`src/design/mcmp_pkg.sv`:
```
// Shared types and constants for the MIDI channel message parser.
package mcmp_pkg;

  // Result kinds
  localparam logic [1:0] KIND_NOTE_OFF = 2'd0;
  localparam logic [1:0] KIND_NOTE_ON  = 2'd1;
  localparam logic [1:0] KIND_CC       = 2'd2;
  localparam logic [1:0] KIND_BEND     = 2'd3;

  // Status byte high nibbles
  localparam logic [3:0] ST_NOTE_OFF   = 4'h8;
  localparam logic [3:0] ST_NOTE_ON    = 4'h9;
  localparam logic [3:0] ST_POLY_PRESS = 4'hA;
  localparam logic [3:0] ST_CC         = 4'hB;
  localparam logic [3:0] ST_PROG       = 4'hC;
  localparam logic [3:0] ST_CHAN_PRESS = 4'hD;
  localparam logic [3:0] ST_BEND       = 4'hE;

  localparam logic [7:0] REALTIME_MIN = 8'hF8;

  typedef struct packed {
    logic [7:0]  data_byte;
    logic        last_in_packet;
    logic [63:0] packet_time;
  } in_item_t;

  typedef struct packed {
    logic [1:0]  message_kind;
    logic [3:0]  channel_number;
    logic [6:0]  first_data;
    logic [6:0]  second_data;
    logic [63:0] message_time;
  } msg_t;

  // Registered input byte handed to the parser
  typedef struct packed {
    logic     valid;
    in_item_t item;
  } stage_t;

  // Parser result handed to the output register
  typedef struct packed {
    logic valid;
    msg_t msg;
  } result_t;

endpackage

```
`src/design/mcmp_if.sv`:
```
// Valid/ready channel interfaces for input bytes, results and configuration.
interface mcmp_in_if;
  logic        valid;
  logic        ready;
  logic [7:0]  data_byte;
  logic        last_in_packet;
  logic [63:0] packet_time;

  modport source (output valid, data_byte, last_in_packet, packet_time, input ready);
  modport sink   (input valid, data_byte, last_in_packet, packet_time, output ready);
endinterface

interface mcmp_out_if;
  logic        valid;
  logic        ready;
  logic [1:0]  message_kind;
  logic [3:0]  channel_number;
  logic [6:0]  first_data;
  logic [6:0]  second_data;
  logic [63:0] message_time;

  modport source (output valid, message_kind, channel_number, first_data, second_data,
                  message_time, input ready);
  modport sink   (input valid, message_kind, channel_number, first_data, second_data,
                  message_time, output ready);
endinterface

interface mcmp_cfg_if;
  logic valid;
  logic ready;
  logic handler_present;

  modport source (output valid, handler_present, input ready);
  modport sink   (input valid, handler_present, output ready);
endinterface

```
`src/design/mcmp_in_stage.sv`:
```
// Input register stage: holds one accepted byte until the parser consumes it.
module mcmp_in_stage (
  input  logic              clk,
  input  logic              rst_n,
  input  logic              in_valid,
  output logic              in_ready,
  input  mcmp_pkg::in_item_t in_item,
  input  logic              advance,
  output mcmp_pkg::stage_t  stage
);
  import mcmp_pkg::*;

  logic     valid_r;
  in_item_t item_r;

  assign in_ready = !valid_r || advance;

  always_ff @(posedge clk) begin
    if (!rst_n) begin
      valid_r <= 1'b0;
    end else if (in_ready) begin
      valid_r <= in_valid;
    end
  end

  always_ff @(posedge clk) begin
    if (in_valid && in_ready) begin
      item_r <= in_item;
    end
  end

  assign stage.valid = valid_r;
  assign stage.item  = item_r;

endmodule

```
`src/design/mcmp_parser.sv`:
```
// Parse FSM: one byte per cycle unless stalled; emits whole channel messages.
module mcmp_parser (
  input  logic               clk,
  input  logic               rst_n,
  input  logic               handler_present,
  input  mcmp_pkg::stage_t   stage,
  input  logic               advance,
  output mcmp_pkg::result_t  result
);
  import mcmp_pkg::*;

  localparam logic [2:0] PH_STATUS = 3'd0;
  localparam logic [2:0] PH_FIRST  = 3'd1;
  localparam logic [2:0] PH_SECOND = 3'd2;
  localparam logic [2:0] PH_SKIP1  = 3'd3;
  localparam logic [2:0] PH_SKIP2  = 3'd4;

  logic [2:0] phase_r, phase_nxt, phase_step;
  logic [1:0] kind_r, kind_nxt, kind_out;
  logic [3:0] chan_r, chan_nxt;
  logic [6:0] first_r, first_nxt;
  logic       fire;
  logic [7:0] b;

  assign fire = stage.valid && advance;
  assign b    = stage.item.data_byte;

  always_comb begin
    phase_step = PH_STATUS;
    kind_nxt   = kind_r;
    chan_nxt   = chan_r;
    first_nxt  = first_r;
    unique case (phase_r)
      PH_FIRST: begin
        first_nxt  = b[6:0];
        phase_step = PH_SECOND;
      end
      PH_SECOND: phase_step = PH_STATUS;
      PH_SKIP1:  phase_step = PH_STATUS;
      PH_SKIP2:  phase_step = PH_SKIP1;
      default: begin
        // status position; unused codes act the same
        chan_nxt = b[3:0];
        if (b < REALTIME_MIN) begin
          unique case (b[7:4])
            ST_NOTE_OFF: begin kind_nxt = KIND_NOTE_OFF; phase_step = PH_FIRST; end
            ST_NOTE_ON:  begin kind_nxt = KIND_NOTE_ON;  phase_step = PH_FIRST; end
            ST_CC:       begin kind_nxt = KIND_CC;       phase_step = PH_FIRST; end
            ST_BEND:     begin kind_nxt = KIND_BEND;     phase_step = PH_FIRST; end
            ST_PROG, ST_CHAN_PRESS: phase_step = PH_SKIP1;
            ST_POLY_PRESS:          phase_step = PH_SKIP2;
            default:                phase_step = PH_STATUS;
          endcase
        end
      end
    endcase
    if (!handler_present || stage.item.last_in_packet) begin
      phase_nxt = PH_STATUS;
    end else begin
      phase_nxt = phase_step;
    end
  end

  always_ff @(posedge clk) begin
    if (!rst_n) begin
      phase_r <= PH_STATUS;
      kind_r  <= KIND_NOTE_OFF;
      chan_r  <= '0;
      first_r <= '0;
    end else if (fire) begin
      phase_r <= phase_nxt;
      if (handler_present) begin
        kind_r  <= kind_nxt;
        chan_r  <= chan_nxt;
        first_r <= first_nxt;
      end
    end
  end

  // note on with zero velocity goes out as note off
  assign kind_out = (kind_r == KIND_NOTE_ON && b[6:0] == 7'd0) ? KIND_NOTE_OFF : kind_r;

  assign result.valid              = fire && handler_present && (phase_r == PH_SECOND);
  assign result.msg.message_kind   = kind_out;
  assign result.msg.channel_number = chan_r;
  assign result.msg.first_data     = first_r;
  assign result.msg.second_data    = b[6:0];
  assign result.msg.message_time   = stage.item.packet_time;

endmodule

```
`src/design/mcmp_out_reg.sv`:
```
// Result register: holds a message until the sink takes it.
module mcmp_out_reg (
  input  logic              clk,
  input  logic              rst_n,
  input  mcmp_pkg::result_t result,
  output logic              advance,
  output logic              out_valid,
  input  logic              out_ready,
  output mcmp_pkg::msg_t    out_msg
);
  import mcmp_pkg::*;

  logic valid_r;
  msg_t msg_r;

  // register can take a new result when empty or being drained this cycle
  assign advance = !valid_r || out_ready;

  always_ff @(posedge clk) begin
    if (!rst_n) begin
      valid_r <= 1'b0;
    end else if (advance) begin
      valid_r <= result.valid;
    end
  end

  always_ff @(posedge clk) begin
    if (advance && result.valid) begin
      msg_r <= result.msg;
    end
  end

  assign out_valid = valid_r;
  assign out_msg   = msg_r;

endmodule

```
`src/design/midi_channel_message_parser_core.sv`:
```
// MIDI channel message parser top level.
// Accepts one MIDI byte per cycle as long as the sink takes messages; a byte goes into
// an input register, is parsed from there and its message, if any, lands in the result
// register. A stalled result register holds back the input register and then the input
// channel. Configuration writes are always taken and apply to bytes parsed after the
// write.
module midi_channel_message_parser_core (
  input  logic        clk,
  input  logic        rst_n,
  mcmp_in_if.sink     in_bus,
  mcmp_out_if.source  out_bus,
  mcmp_cfg_if.sink    cfg_bus
);
  import mcmp_pkg::*;

  logic      handler_r;
  logic      advance;
  in_item_t  in_item;
  stage_t    stage;
  result_t   result;
  msg_t      out_msg;

  assign cfg_bus.ready = 1'b1;

  always_ff @(posedge clk) begin
    if (!rst_n) begin
      handler_r <= 1'b1;
    end else if (cfg_bus.valid) begin
      handler_r <= cfg_bus.handler_present;
    end
  end

  assign in_item.data_byte      = in_bus.data_byte;
  assign in_item.last_in_packet = in_bus.last_in_packet;
  assign in_item.packet_time    = in_bus.packet_time;

  mcmp_in_stage u_in_stage (
    .clk      (clk),
    .rst_n    (rst_n),
    .in_valid (in_bus.valid),
    .in_ready (in_bus.ready),
    .in_item  (in_item),
    .advance  (advance),
    .stage    (stage)
  );

  mcmp_parser u_parser (
    .clk             (clk),
    .rst_n           (rst_n),
    .handler_present (handler_r),
    .stage           (stage),
    .advance         (advance),
    .result          (result)
  );

  mcmp_out_reg u_out_reg (
    .clk       (clk),
    .rst_n     (rst_n),
    .result    (result),
    .advance   (advance),
    .out_valid (out_bus.valid),
    .out_ready (out_bus.ready),
    .out_msg   (out_msg)
  );

  assign out_bus.message_kind   = out_msg.message_kind;
  assign out_bus.channel_number = out_msg.channel_number;
  assign out_bus.first_data     = out_msg.first_data;
  assign out_bus.second_data    = out_msg.second_data;
  assign out_bus.message_time   = out_msg.message_time;

endmodule

```
`src/flat_wrapper.sv`:
```
// flat-port wrapper written by rule: the top's interface ports become plain ports
module midi_channel_message_parser_core_flat import mcmp_pkg::*;
  (clk, rst_n, in_bus_valid, in_bus_data_byte, in_bus_last_in_packet, in_bus_packet_time, in_bus_ready, out_bus_valid, out_bus_message_kind, out_bus_channel_number, out_bus_first_data, out_bus_second_data, out_bus_message_time, out_bus_ready, cfg_bus_valid, cfg_bus_handler_present, cfg_bus_ready);
  mcmp_in_if in_bus_i ();
  mcmp_out_if out_bus_i ();
  mcmp_cfg_if cfg_bus_i ();
  input  logic clk;
  input  logic rst_n;
  input wire logic [$bits(in_bus_i.valid)-1:0] in_bus_valid;
  input wire logic [$bits(in_bus_i.data_byte)-1:0] in_bus_data_byte;
  input wire logic [$bits(in_bus_i.last_in_packet)-1:0] in_bus_last_in_packet;
  input wire logic [$bits(in_bus_i.packet_time)-1:0] in_bus_packet_time;
  output wire logic [$bits(in_bus_i.ready)-1:0] in_bus_ready;
  output wire logic [$bits(out_bus_i.valid)-1:0] out_bus_valid;
  output wire logic [$bits(out_bus_i.message_kind)-1:0] out_bus_message_kind;
  output wire logic [$bits(out_bus_i.channel_number)-1:0] out_bus_channel_number;
  output wire logic [$bits(out_bus_i.first_data)-1:0] out_bus_first_data;
  output wire logic [$bits(out_bus_i.second_data)-1:0] out_bus_second_data;
  output wire logic [$bits(out_bus_i.message_time)-1:0] out_bus_message_time;
  input wire logic [$bits(out_bus_i.ready)-1:0] out_bus_ready;
  input wire logic [$bits(cfg_bus_i.valid)-1:0] cfg_bus_valid;
  input wire logic [$bits(cfg_bus_i.handler_present)-1:0] cfg_bus_handler_present;
  output wire logic [$bits(cfg_bus_i.ready)-1:0] cfg_bus_ready;
  assign in_bus_i.valid = in_bus_valid;
  assign in_bus_i.data_byte = in_bus_data_byte;
  assign in_bus_i.last_in_packet = in_bus_last_in_packet;
  assign in_bus_i.packet_time = in_bus_packet_time;
  assign in_bus_ready = in_bus_i.ready;
  assign out_bus_valid = out_bus_i.valid;
  assign out_bus_message_kind = out_bus_i.message_kind;
  assign out_bus_channel_number = out_bus_i.channel_number;
  assign out_bus_first_data = out_bus_i.first_data;
  assign out_bus_second_data = out_bus_i.second_data;
  assign out_bus_message_time = out_bus_i.message_time;
  assign out_bus_i.ready = out_bus_ready;
  assign cfg_bus_i.valid = cfg_bus_valid;
  assign cfg_bus_i.handler_present = cfg_bus_handler_present;
  assign cfg_bus_ready = cfg_bus_i.ready;
  midi_channel_message_parser_core u_core (.clk(clk), .rst_n(rst_n), .in_bus(in_bus_i), .out_bus(out_bus_i), .cfg_bus(cfg_bus_i));
endmodule
```
`config.mk`:
```
export PLATFORM = sky130hd
export DESIGN_NAME = midi_channel_message_parser_core_flat
export DESIGN_NICKNAME = d
export VERILOG_FILES = /design/src/design/mcmp_pkg.sv /design/src/design/mcmp_if.sv /design/src/design/mcmp_in_stage.sv /design/src/design/mcmp_parser.sv /design/src/design/mcmp_out_reg.sv /design/src/design/midi_channel_message_parser_core.sv /design/src/flat_wrapper.sv
export SDC_FILE = /design/constraint.sdc
export NUM_CORES = 1
export LEC_CHECK = 0
export BUFFER_PORTS_ARGS = -buffer_cell sky130_fd_sc_hd__buf_2
export CAP_MARGIN = 20
export CORE_UTILIZATION = 55
export DETAILED_ROUTE_END_ITERATION = 10
export MAX_ROUTING_LAYER = met4
export PLACE_DENSITY = 0.84
export SETUP_SLACK_MARGIN = 0.1
export SLEW_MARGIN = 20
export SYNTH_ARGS = -nofsm -noshare
export SYNTH_HDL_FRONTEND = slang
export SYNTH_SLANG_ARGS = --single-unit
```
`constraint.sdc`:
```
create_clock -name clk -period 21.4 [get_ports clk]
set_input_delay 2.14 -clock clk [delete_from_list [all_inputs] [get_ports clk]]
set_output_delay 2.14 -clock clk [all_outputs]
set_load 0.05 [all_outputs]
```
# After elaboration in Yosys (flattened, before gate mapping)
# Cells that the tools add are included.
[word_totals] input_bits=79 out_inout_bits=87 register_bits=176
[classes] eq_ne=12 magnitude_cmp=1 n_reduce_logical=21 n_bitwise=1 n_mux=5
[ops] op="$eq A4 B4 Y1 const B" count=7
[ops] op="$pmux W3 S3" count=2
[ops] op="$lt A8 B8 Y1 const B" count=1
[ops] op="$pmux W2 S4" count=1
[ops] op="$reduce_or A4 Y1" count=2
[ops] op="$logic_not A7 Y1" count=1
[ops] op="$eq A3 B2 Y1 const B" count=2
[ops] op="$logic_and A1 B1 Y1" count=6
[ops] op="$mux W3" count=2
[ops] op="$reduce_and A3 Y1" count=2
[ops] op="$reduce_and A5 Y1" count=1
[ops] op="$reduce_bool A4 Y1" count=1
[ops] op="$reduce_or A2 Y1" count=2
[ops] op="$eq A3 B1 Y1 const B" count=1
[ops] op="$eq A3 B3 Y1 const B" count=1
[ops] op="$logic_not A1 Y1" count=3
[ops] op="$logic_or A1 B1 Y1" count=3
[ops] op="$eq A2 B1 Y1 const B" count=1
[ops] op="$not A1 Y1" count=1

# Longest topological paths before layout
# Gate-level depths: netlist of the first run.
[depth] ltp_word=6 mapped_depth=5 depth_no_buf=4

# Cells and area by module
# Synthesis of the first run repeated with hierarchy kept, for this count alone.
[unflattened] hier_cells=334 hier_area_um2=6243.5
[by_module_without_submodules] mod="mcmp_out_reg" seq_area_each_um2=2542.4 area_per_inst_um2=2580.0 cells_each=89 n_inst=1
[by_module_without_submodules] mod="mcmp_in_stage" seq_area_each_um2=2212.1 area_per_inst_um2=2257.2 cells_each=79 n_inst=1
[by_module_without_submodules] mod="mcmp_parser" seq_area_each_um2=320.3 area_per_inst_um2=1361.3 cells_each=161 n_inst=1
[by_module_without_submodules] mod="midi_channel_message_parser_core" seq_area_each_um2=20.0 area_per_inst_um2=45.0 cells_each=5 n_inst=1

# Worst setup path before layout of the first run
# Ideal clock, no wire load.
[synth_timing] path_kind="input port to flip-flop" from="in out_bus_ready" to="reg u_core.u_out_reg.msg_r, in the netlist u_core.u_out_reg.out_msg[0] (enable)" setup_ps=735 path_stages=3 required_time_ps=20665 n_path_buf=1 setup_slack_ps=10218 t_arrival_ps=10447 cell_sequence="nor2b_1 buf_2 nor4_1"
[synth_via] elab_chain_cells=5
[synth_rtl] element="from (decl)" line_no="flat_wrapper.sv:20" rtl="input wire logic [$bits(out_bus_i.ready)-1:0] out_bus_ready;"
[synth_rtl] element="$logic_or A1 B1 Y1 (*)" line_no="mcmp_out_reg.sv:17" rtl="assign advance = !valid_r || out_ready;"
[synth_rtl] element="$logic_and A1 B1 Y1" line_no="mcmp_parser.sv:25" rtl="assign fire = stage.valid && advance;"
[synth_rtl] element="$logic_and A1 B1 Y1 (2 in a row)" line_no="mcmp_parser.sv:83" rtl="assign result.valid = fire && handler_present && (phase_r == PH_SECOND);"
[synth_rtl] element="$logic_and A1 B1 Y1 (*)" line_no="mcmp_out_reg.sv:28" rtl="if (advance && result.valid) begin"
[synth_rtl] element="to (signal assigned)" line_no="mcmp_out_reg.sv:29" rtl="msg_r <= result.msg;"
[synth_rtl] element="to (decl)" line_no="mcmp_out_reg.sv:14" rtl="msg_t msg_r;"
# Mark *: on every way between the ends. The rest lies on a longest branch, timed or not.
# A chain may end at the register's enable or synchronous reset.

# Final worst setup path of the first run
[layout_timing] from="in out_bus_ready" to="out in_bus_ready"
[layout_via] elab_chain_cells=2
[layout_rtl] element="$logic_or A1 B1 Y1" line_no="mcmp_out_reg.sv:17"
[layout_rtl] element="$logic_or A1 B1 Y1" line_no="mcmp_in_stage.sv:16" rtl="assign in_ready = !valid_r || advance;"
[layout_rtl] element="to (decl)" line_no="flat_wrapper.sv:13" rtl="output wire logic [$bits(in_bus_i.ready)-1:0] in_bus_ready;"
# No other way between the ends.

==> results of run 1 <==
-- cells by family after synthesis --
group | synth area share
flops | 0.895
simple gates | 0.0501
mux | 0.0272
compound gates | 0.0160
buf+inv | 0.00681
xor+xnor | 0.00461
other cells | 0.000658
-- per-stage QoR --
stage / total power, mW / worst slack, ps / cell area (sq um) / hold WS (ps)
2_1_floorplan: 0.402 / 10220 / 5700 / 400
3_3_place_gp: 0.410 / 16090 / 6660 / 400
3_5_place_dp: 0.412 / 16030 / 6660 / 405
4_1_cts: 0.726 / 16020 / 7280 / 418
5_1_grt: 0.741 / 15940 / 7280 / 422
6_report: 0.721 / 16050 / 7280 / 413
-- routing by layer --
layer	track usage	part of all wire	vias up
li1	-	-	1343
met1	0.216	0.41	1369
met2	0.287	0.50	134
met3	0.0610	0.065	18
met4	0.0908	0.023	0
met5	-	0	-
-- registers in the layout, summed over array words and instances (netlist names) --
name / flops
u_core.handler_r: 1
u_core.u_in_stage.stage: 73
u_core.u_in_stage.valid_r: 1
u_core.u_out_reg.out_msg: 84
u_core.u_out_reg.out_valid: 1
u_core.u_parser.chan_r: 4
u_core.u_parser.first_r: 7
u_core.u_parser.kind_r: 2
u_core.u_parser.phase_r: 3
-- placed cells by master, fill, tap and decap left out, types with 2 or more instances in the layout --
cell type | netlist | final
nor4_1 | 3 | 2
xnor2_1 | 3 | 3
mux2i_1 | 14 | 14
clkinvlp_4 | 0 | 2
edfxtp_1 | 157 | 157
nor3b_1 | 2 | 2
dfxtp_1 | 19 | 19
buf_2 | 1 | 164
bufinv_16 | 0 | 4
nand2b_1 | 2 | 2
clkbuf_8 | 0 | 4
nor2b_1 | 16 | 16
clkbuf_16 | 0 | 16
nor2_1 | 3 | 3
nand3_1 | 2 | 2
a21boi_0 | 3 | 3
nand2_1 | 6 | 6
o21ai_0 | 2 | 2
clkbuf_1 | 4 | 4
-- layout make-up --
cell class	count	area, sq um	share of cell area
multi-input combinational	73	571	0.0783
clock inverter	8	153	0.0210
clock buffer	24	470	0.0646
tap	133	166	0.0228
timing repair buffer	165	828	0.114
sequential	176	5090	0.700
-- worst max-delay path by stage --
stage                     slack, ps                          end
after CTS                     16020                 in_bus_ready
after floorplan               10220  u_core.u_out_reg.out_msg[0]
after global placement        16090                 in_bus_ready
after global routing          15940                 in_bus_ready
final                         16050                 in_bus_ready
after detailed placement      16030                 in_bus_ready
-- power by group through the flow --
stage | clock network, mW | registers, mW | logic, mW
CTS | 0.321 | 0.388 | 0.0172
floorplan | 0 | 0.395 | 0.00755
global placement | 0 | 0.394 | 0.0163
detailed placement | 0 | 0.395 | 0.0170
global route | 0.334 | 0.388 | 0.0185
finish | 0.316 | 0.388 | 0.0170
==> results.cfg, run 1 <==
[run_status]
status = complete, no violations

[synthesis]
syn_avg_cell_area_sq_um = 22.2
ys_top_cells_by_count = edfxtp_1 (157), dfxtp_1 (19), nor2b_1 (16)
synth_cells = 256
yosys-top-cells-area = edfxtp_1 (83%), dfxtp_1 (6.7%), mux2i_1 (2.5%), nor2b_1 (1.8%), xnor2_1 (0.46%)
ys.flop_type = edfxtp_1
syn-num-nets = 335
synth_top_area_cell = edfxtp_1
ys_warn_count = 0
yosysTopAreaCellShare = 0.828
synth-edff-count = 157
synth-async-reset-ratio = 0
yosysMostFrequentCell = edfxtp_1
synth_seq_cells = 176
ys_seq_area_frac = 0.895
synth_cell_types = 33
netlist_area_sq_mm = 0.00570

[sta]
tightest_slew_ps = 1050
max_freq_mhz = 187
hold_viol = 0
setup_viol = 0
slew_headroom = 0.299
layout_min_cycle_time_ps = 5350
fin_crit_sh = 0.250
drv_slew = 0
skew_ps = 8.50
rsz0062_at_grt = no
tns_ps = 0

[worst_setup_path]
startpoint_type = input pin
cp_num_cells = 4
worstPathRequired_ps = 19260
crit_type = input pin to primary output
cp_slowest_cell = nor2b_1
r2r-start = u_core.u_out_reg.out_valid
cp_top_family = simple AND/OR/NAND/NOR gates
crit_top_cell = buf_2
cpPeakStageDelay_ps = 570
crit_start = out_bus_ready
arrival_ps = 3210
crit_buf_inv = 2
reg2reg_setup_slack_ps = 19300
cp_cell_sequence = buf_2, nor2b_1, nand2_1, buf_2
r2r_end = u_core.u_out_reg.out_msg[31]
crit_fanout = 8
worstRegToRegCells = 3
end_kind = primary output

[min_path]
whs_path_depth = 0
hold_path.startpoint = u_core.u_in_stage.stage[30]
hold_path.class = flop to flop
worstHoldEndpoint = u_core.u_out_reg.out_msg[30]

[power]
p_comb_frac = 0.024
p_seq_frac = 0.538
p_clk_frac = 0.439
powerDensity_mw_per_mm2 = 99.0
internal-power_mw = 0.591
sw_frac_of_total = 0.180
total_leakage_power_nw = 2.70
p_sw_mw = 0.130
vdd_ir_drop_max_uv = 55.0

[die]
die-width_um = 104
fp-row-count = 36
dieArea_sq_mm = 0.0108
core_sq_mm = 0.00991
ios = 166
start_util = 0.575
die_h_um = 104

[run]
cap_violations = 0

[routing]
first_pass_iters = 4
ant_nets = 0
vias = 2864
drt_drc_violations_left = 0
routed_wl_um = 9290
wl_per_cell_um = 16.0
drt_iter0_drc = 149
vias_per_cell = 4.95

[clock_tree]
clk_pin_slew_ps = 60
cts_root_buf = clkbuf_8
cts_tree = yes
post_cts_resized = 0
cts_hold_buf = 0
htree_levels = 4
cts_setup_buffers = 0
cts.sinks = 176
clk_latency_ps = 520
cts_buffer_depth = 2
numCtsBuffers = 17

[placement]
io_buffers = 164
place.gp.congestion = 0.808
dp_hpwl_um = 5980
place_inst = 547

[final_layout]
post-route-util = 0.735
area_growth_pct = 27.9
n_antenna_cell = 0
drive_gt1_frac = 0.448
final_nets = 512
final_cells = 579
fill_cells = 628

[grt]
grt_usage = 0.184
grt_pass1_vias = 2761
grt_max_degree = 86
antenna_found_initial = 0
overflow = 0
grt_pass1_wl_um = 14000
Note: power is estimated with default switching activity, not from simulation.
==> run 2: changes to the inputs <==
--- a/config.mk
+++ b/config.mk
@@ -7,10 +7,10 @@
 export LEC_CHECK = 0
 export BUFFER_PORTS_ARGS = -buffer_cell sky130_fd_sc_hd__buf_2
 export CAP_MARGIN = 20
-export CORE_UTILIZATION = 55
+export CORE_UTILIZATION = 51
 export DETAILED_ROUTE_END_ITERATION = 10
 export MAX_ROUTING_LAYER = met4
-export PLACE_DENSITY = 0.84
+export PLACE_DENSITY = 0.79
 export SETUP_SLACK_MARGIN = 0.1
 export SLEW_MARGIN = 20
 export SYNTH_ARGS = -nofsm -noshare
==> constraint.sdc (replaced) <==
create_clock -name clk -period 5.2 [get_ports clk]
set_input_delay 0.52 -clock clk [delete_from_list [all_inputs] [get_ports clk]]
set_output_delay 0.52 -clock clk [all_outputs]
set_load 0.05 [all_outputs]
==> run 2 against run 1 <==
  * Largest power group unchanged
  * Clock-buffer cell count rose by 1
  * Critical path depth fell by 1
  * Non-clock buffer count did not move
  * Sequential share of layout area rose by 0.75 points
  * Die area rose by 7.7%
  * First-iteration DRC count fell by 2.0%
  * Largest cell class unchanged
  * Via count fell by 1.3%
==> results.cfg, run 2 (synthesis results as in run 1) <==
[final_layout]
drive_gt1_frac = 0.442
area_growth_pct = 26.5
fill_cells = 765
layout_commonest_cell = buf_2
layout_common_cells = buf_2 (164), edfxtp_1 (157), dfxtp_1 (19)
largest_reg_flops = 84
n_antenna_cell = 0
final_nets = 512

[sta]
fin_crit_sh = 0.468
max_freq_mhz = 411
slew_headroom = 0.281
tns_ps = 0
setup_viol = 0
hold_viol = 0
tightest_slew_ps = 1080
layout_min_cycle_time_ps = 2430
skew_ps = 8.15
rsz0062_at_grt = no
drv_slew = 0

[clock_tree]
cts_setup_buffers = 0
cts_tree = yes
post_cts_resized = 0
cts_hold_buf = 0
cts_buffer_depth = 2
clk_pin_slew_ps = 60
numCtsBuffers = 17
cts_root_buf = clkbuf_8
cts.sinks = 176
clk_latency_ps = 510
htree_levels = 4

[die]
ios = 166
die_h_um = 108
start_util = 0.525
core_sq_mm = 0.0108
dieArea_sq_mm = 0.0116
fp-row-count = 38
die-width_um = 108

[power]
total_leakage_power_nw = 2.66
vdd_ir_drop_max_uv = 226
p_total_mw = 2.79
powerDensity_mw_per_mm2 = 387

[routing]
routed_wl_um = 9500
ant_nets = 0
drt_iter0_drc = 146
vias_per_cell = 4.83
vias = 2828
first_pass_iters = 4
drt_drc_violations_left = 0
wl_per_cell_um = 16.2

[placement]
io_buffers = 164
place.gp.congestion = 0.717
dp_hpwl_um = 6220

[worst_setup_path]
end_kind = primary output
crit_type = flop to primary output
startpoint_type = flop
arrival_ps = 1910
crit_fanout = 8
worstPathRequired_ps = 4680

[run_status]
status = complete, no violations

[grt]
grt_usage = 0.175
grt_max_degree = 85
grt_pass1_vias = 2698
grt_pass1_wl_um = 13800
antenna_found_initial = 0
overflow = 0

[min_path]
hold_path.class = input pin to flop

[run]
cap_violations = 0
run 2: through the flow:
stage	utilization	cells	worst slack (ps)	instance area, sq um	hold slack, ps
after floorplan	-	256	1120	5710	400
after global placement	0.616	554	2890	6680	401
after detailed placement	0.616	554	2820	6680	405
after CTS	0.665	586	2720	7210	151
after global routing	0.665	586	2550	7210	145
final	0.665	586	2770	7210	179
run 2: worst paths after layout:
| kind | from | end | slack, ps | cells past startpoint |
|---|---|---|---|---|
| min reg2reg | u_core.u_in_stage.stage[37] | u_core.u_out_reg.out_msg[37] | 410 | 0 |
| max reg2reg | u_core.u_out_reg.out_valid | u_core.u_out_reg.out_msg[25] | 3010 | 3 |
| max | u_core.u_out_reg.out_valid | in_bus_ready | 2770 | 3 |
| min | in_bus_packet_time[25] | u_core.u_in_stage.stage[25] | 180 | 1 |
run 2: layout make-up:
cell class / count / area [sq um] / share of cell area
Multi-Input combinational cell: 73 / 579 / 0.0804
Sequential cell: 176 / 5090 / 0.707
Timing Repair Buffer: 165 / 828 / 0.115
Clock inverter: 7 / 63.8 / 0.00886
Clock buffer: 25 / 464 / 0.0644
Tap cell: 140 / 175 / 0.0243
run 2: layer usage:
metal,share of wire,track usage
met4,0.017,0.0646
met3,0.066,0.0617
met5,0,-
met2,0.50,0.271
met1,0.42,0.213
run 2: power breakdown:
group | internal [mW] | switching (mW) | leakage (nW)
Clock | 0.657 | 0.462 | 0.254
Sequential | 1.58 | 0.0160 | 1.61
Combinational | 0.0325 | 0.0396 | 0.792
Total | 2.27 | 0.518 | 2.66
run 2: critical path, cell delays in order (launching register included):
cell     delay, ps
dfxtp_1        320
nor2b_1        680
nand2_1        150
buf_2          250
==> run 3: changes to the inputs <==
==> constraint.sdc (replaced) <==
create_clock -name clk -period 2.31 [get_ports clk]
set_input_delay 0.231 -clock clk [delete_from_list [all_inputs] [get_ports clk]]
set_output_delay 0.231 -clock clk [all_outputs]
set_load 0.05 [all_outputs]
==> run 3 against run 2 <==
  * Total power up 140%
  * Worst setup slack worse by 2300 ps
  * Utilization up 8.0 points
  * Routed wire length up 17%
  * Final cell count up 13%
  * Design area up 12%
  * Worst hold slack worse by 130 ps
  * Critical path depth up 1
  * Critical path type is now flop to flop
==> results.cfg, run 3 (synthesis results as in run 1) <==
[power]
vdd_ir_drop_max_uv = 529
internal-power_mw = 5.34
powerDensity_mw_per_mm2 = 814
total_leakage_power_nw = 3.02
p_total_mw = 6.58
sw_frac_of_total = 0.187
p_sw_mw = 1.23
p_seq_frac = 0.546
p_comb_frac = 0.042
p_clk_frac = 0.412

[sta]
rsz0062_at_grt = no
layout_min_cycle_time_ps = 1810
fin_crit_sh = 0.784
setup_viol = 0
tightest_slew_ps = 710
hold_ws_ps = 46.5
drv_slew = 0
slew_headroom = 0.523
skew_ps = 9.61
hold_viol = 0
max_freq_mhz = 552

[worst_setup_path]
startpoint_type = flop
crit_fanout = 8
end_kind = flop
crit_type = flop to flop
crit_start = u_core.u_parser.phase_r[0]
arrival_ps = 2210
worstPathRequired_ps = 2710
r2r-start = u_core.u_parser.phase_r[0]

[final_layout]
layout_commonest_cell = buf_2
post-route-util = 0.745
area_growth_pct = 41.8
n_antenna_cell = 0
drive_gt1_frac = 0.387
largest_reg_flops = 84
fill_cells = 643
regArea_sq_mm = 0.00510
final_nets = 592
layout_common_cells = buf_2 (164), edfxtp_1 (157), dlygate4sd3_1 (76)
multi_input_area_sq_um = 579

[clock_tree]
post_cts_resized = 0
clk_latency_ps = 510
cts.sinks = 176
cts_tree = yes
cts_buffer_depth = 2
numCtsBuffers = 17
htree_levels = 4
cts_root_buf = clkbuf_8
clk_pin_slew_ps = 60

[routing]
wl_per_cell_um = 16.7
first_pass_iters = 4
routed_wl_um = 11100
ant_nets = 0
drt_drc_violations_left = 0
vias_per_cell = 4.79
vias = 3180
drt_iter0_drc = 211

[run_status]
status = complete, no violations

[grt]
grt_max_degree = 47
met1_usage = 0.243
met2_usage = 0.333
grt.busiest_layer = met2
gr-usage-met3 = 0.0563
antenna_found_initial = 0
grt_usage = 0.204
overflow = 0
grt_pass1_vias = 3190
grt_pass1_wl_um = 16300

[die]
fp-row-count = 38
dieArea_sq_mm = 0.0116
ios = 166
die_h_um = 108
die-width_um = 108
start_util = 0.525
core_sq_mm = 0.0108

[placement]
io_buffers = 164
dp_hpwl_um = 6780
place.gp.congestion = 0.764

[min_path]
hold_path.class = input pin to flop
hold_path.startpoint = rst_n

[run]
cap_violations = 0
[run 3: cell types whose count changed in the layout (fill, tap and decap cells not counted), sizes merged]
| cell | change |
|---|---|
| buf | +4 |
| bufinv | +2 |
| clkbuf | -6 |
| clkinv | +1 |
| clkinvlp | +1 |
| dlygate4sd3 | +76 |
[run 3: per-layer routing]
layer | up-vias | routed length [um]
met5 | - | 0
met2 | 138 | 5740
met3 | 15 | 610
met1 | 1524 | 4570
met4 | 0 | 163
li1 | 1503 | -
[run 3: metrics by stage]
step / setup TNS, ps / std cells / instance area [sq um] / setup slack, ps
final: 0 / 664 / 8070 / 498
after global routing: 0 / 664 / 8070 / 399
after CTS: 0 / 664 / 8070 / 479
after global placement: 0 / 558 / 6750 / 539
after floorplan: -129220 / 256 / 5720 / -1520
after detailed placement: 0 / 558 / 6750 / 495
[run 3: cell type report]
class	count	area share
clock buffer	19	0.0522
sequential	176	0.631
multi-input combinational	73	0.0717
clock inverter	11	0.0177
timing repair buffer	245	0.205
tap	140	0.0217
[run 3: power groups by stage]
stage	registers (mW)	logic [mW]	clock network (mW)
2_1_floorplan	3.65	0.0718	0
3_3_place_gp	3.65	0.158	0
3_5_place_dp	3.66	0.169	0
4_1_cts	3.59	0.272	2.75
5_1_grt	3.60	0.295	2.89
6_report	3.59	0.274	2.71
[run 3: what timing repair did]
| item | in CTS | in global routing |
|---|---|---|
| hold endpoints to repair | 75 | 0 |
| setup buffers | 0 | 0 |
| hold buffers | 76 | 0 |
[run 3: final timing paths]
path / cells after the start / slack (ps) / endpoint
worst min-delay path: 2 / 50 / u_core.handler_r
worst max-delay path: 4 / 500 / u_core.u_parser.kind_r[1]
worst max register to register: 4 / 500 / u_core.u_parser.kind_r[1]
worst min register to register: 0 / 410 / u_core.u_out_reg.out_msg[12]
[run 3: critical path, cell delays in order (launching register included)]
cell and delay [ps]:
dfxtp_1 390, or3_4 420, a211oi_4 450, nand3_4 130, mux2_4 310
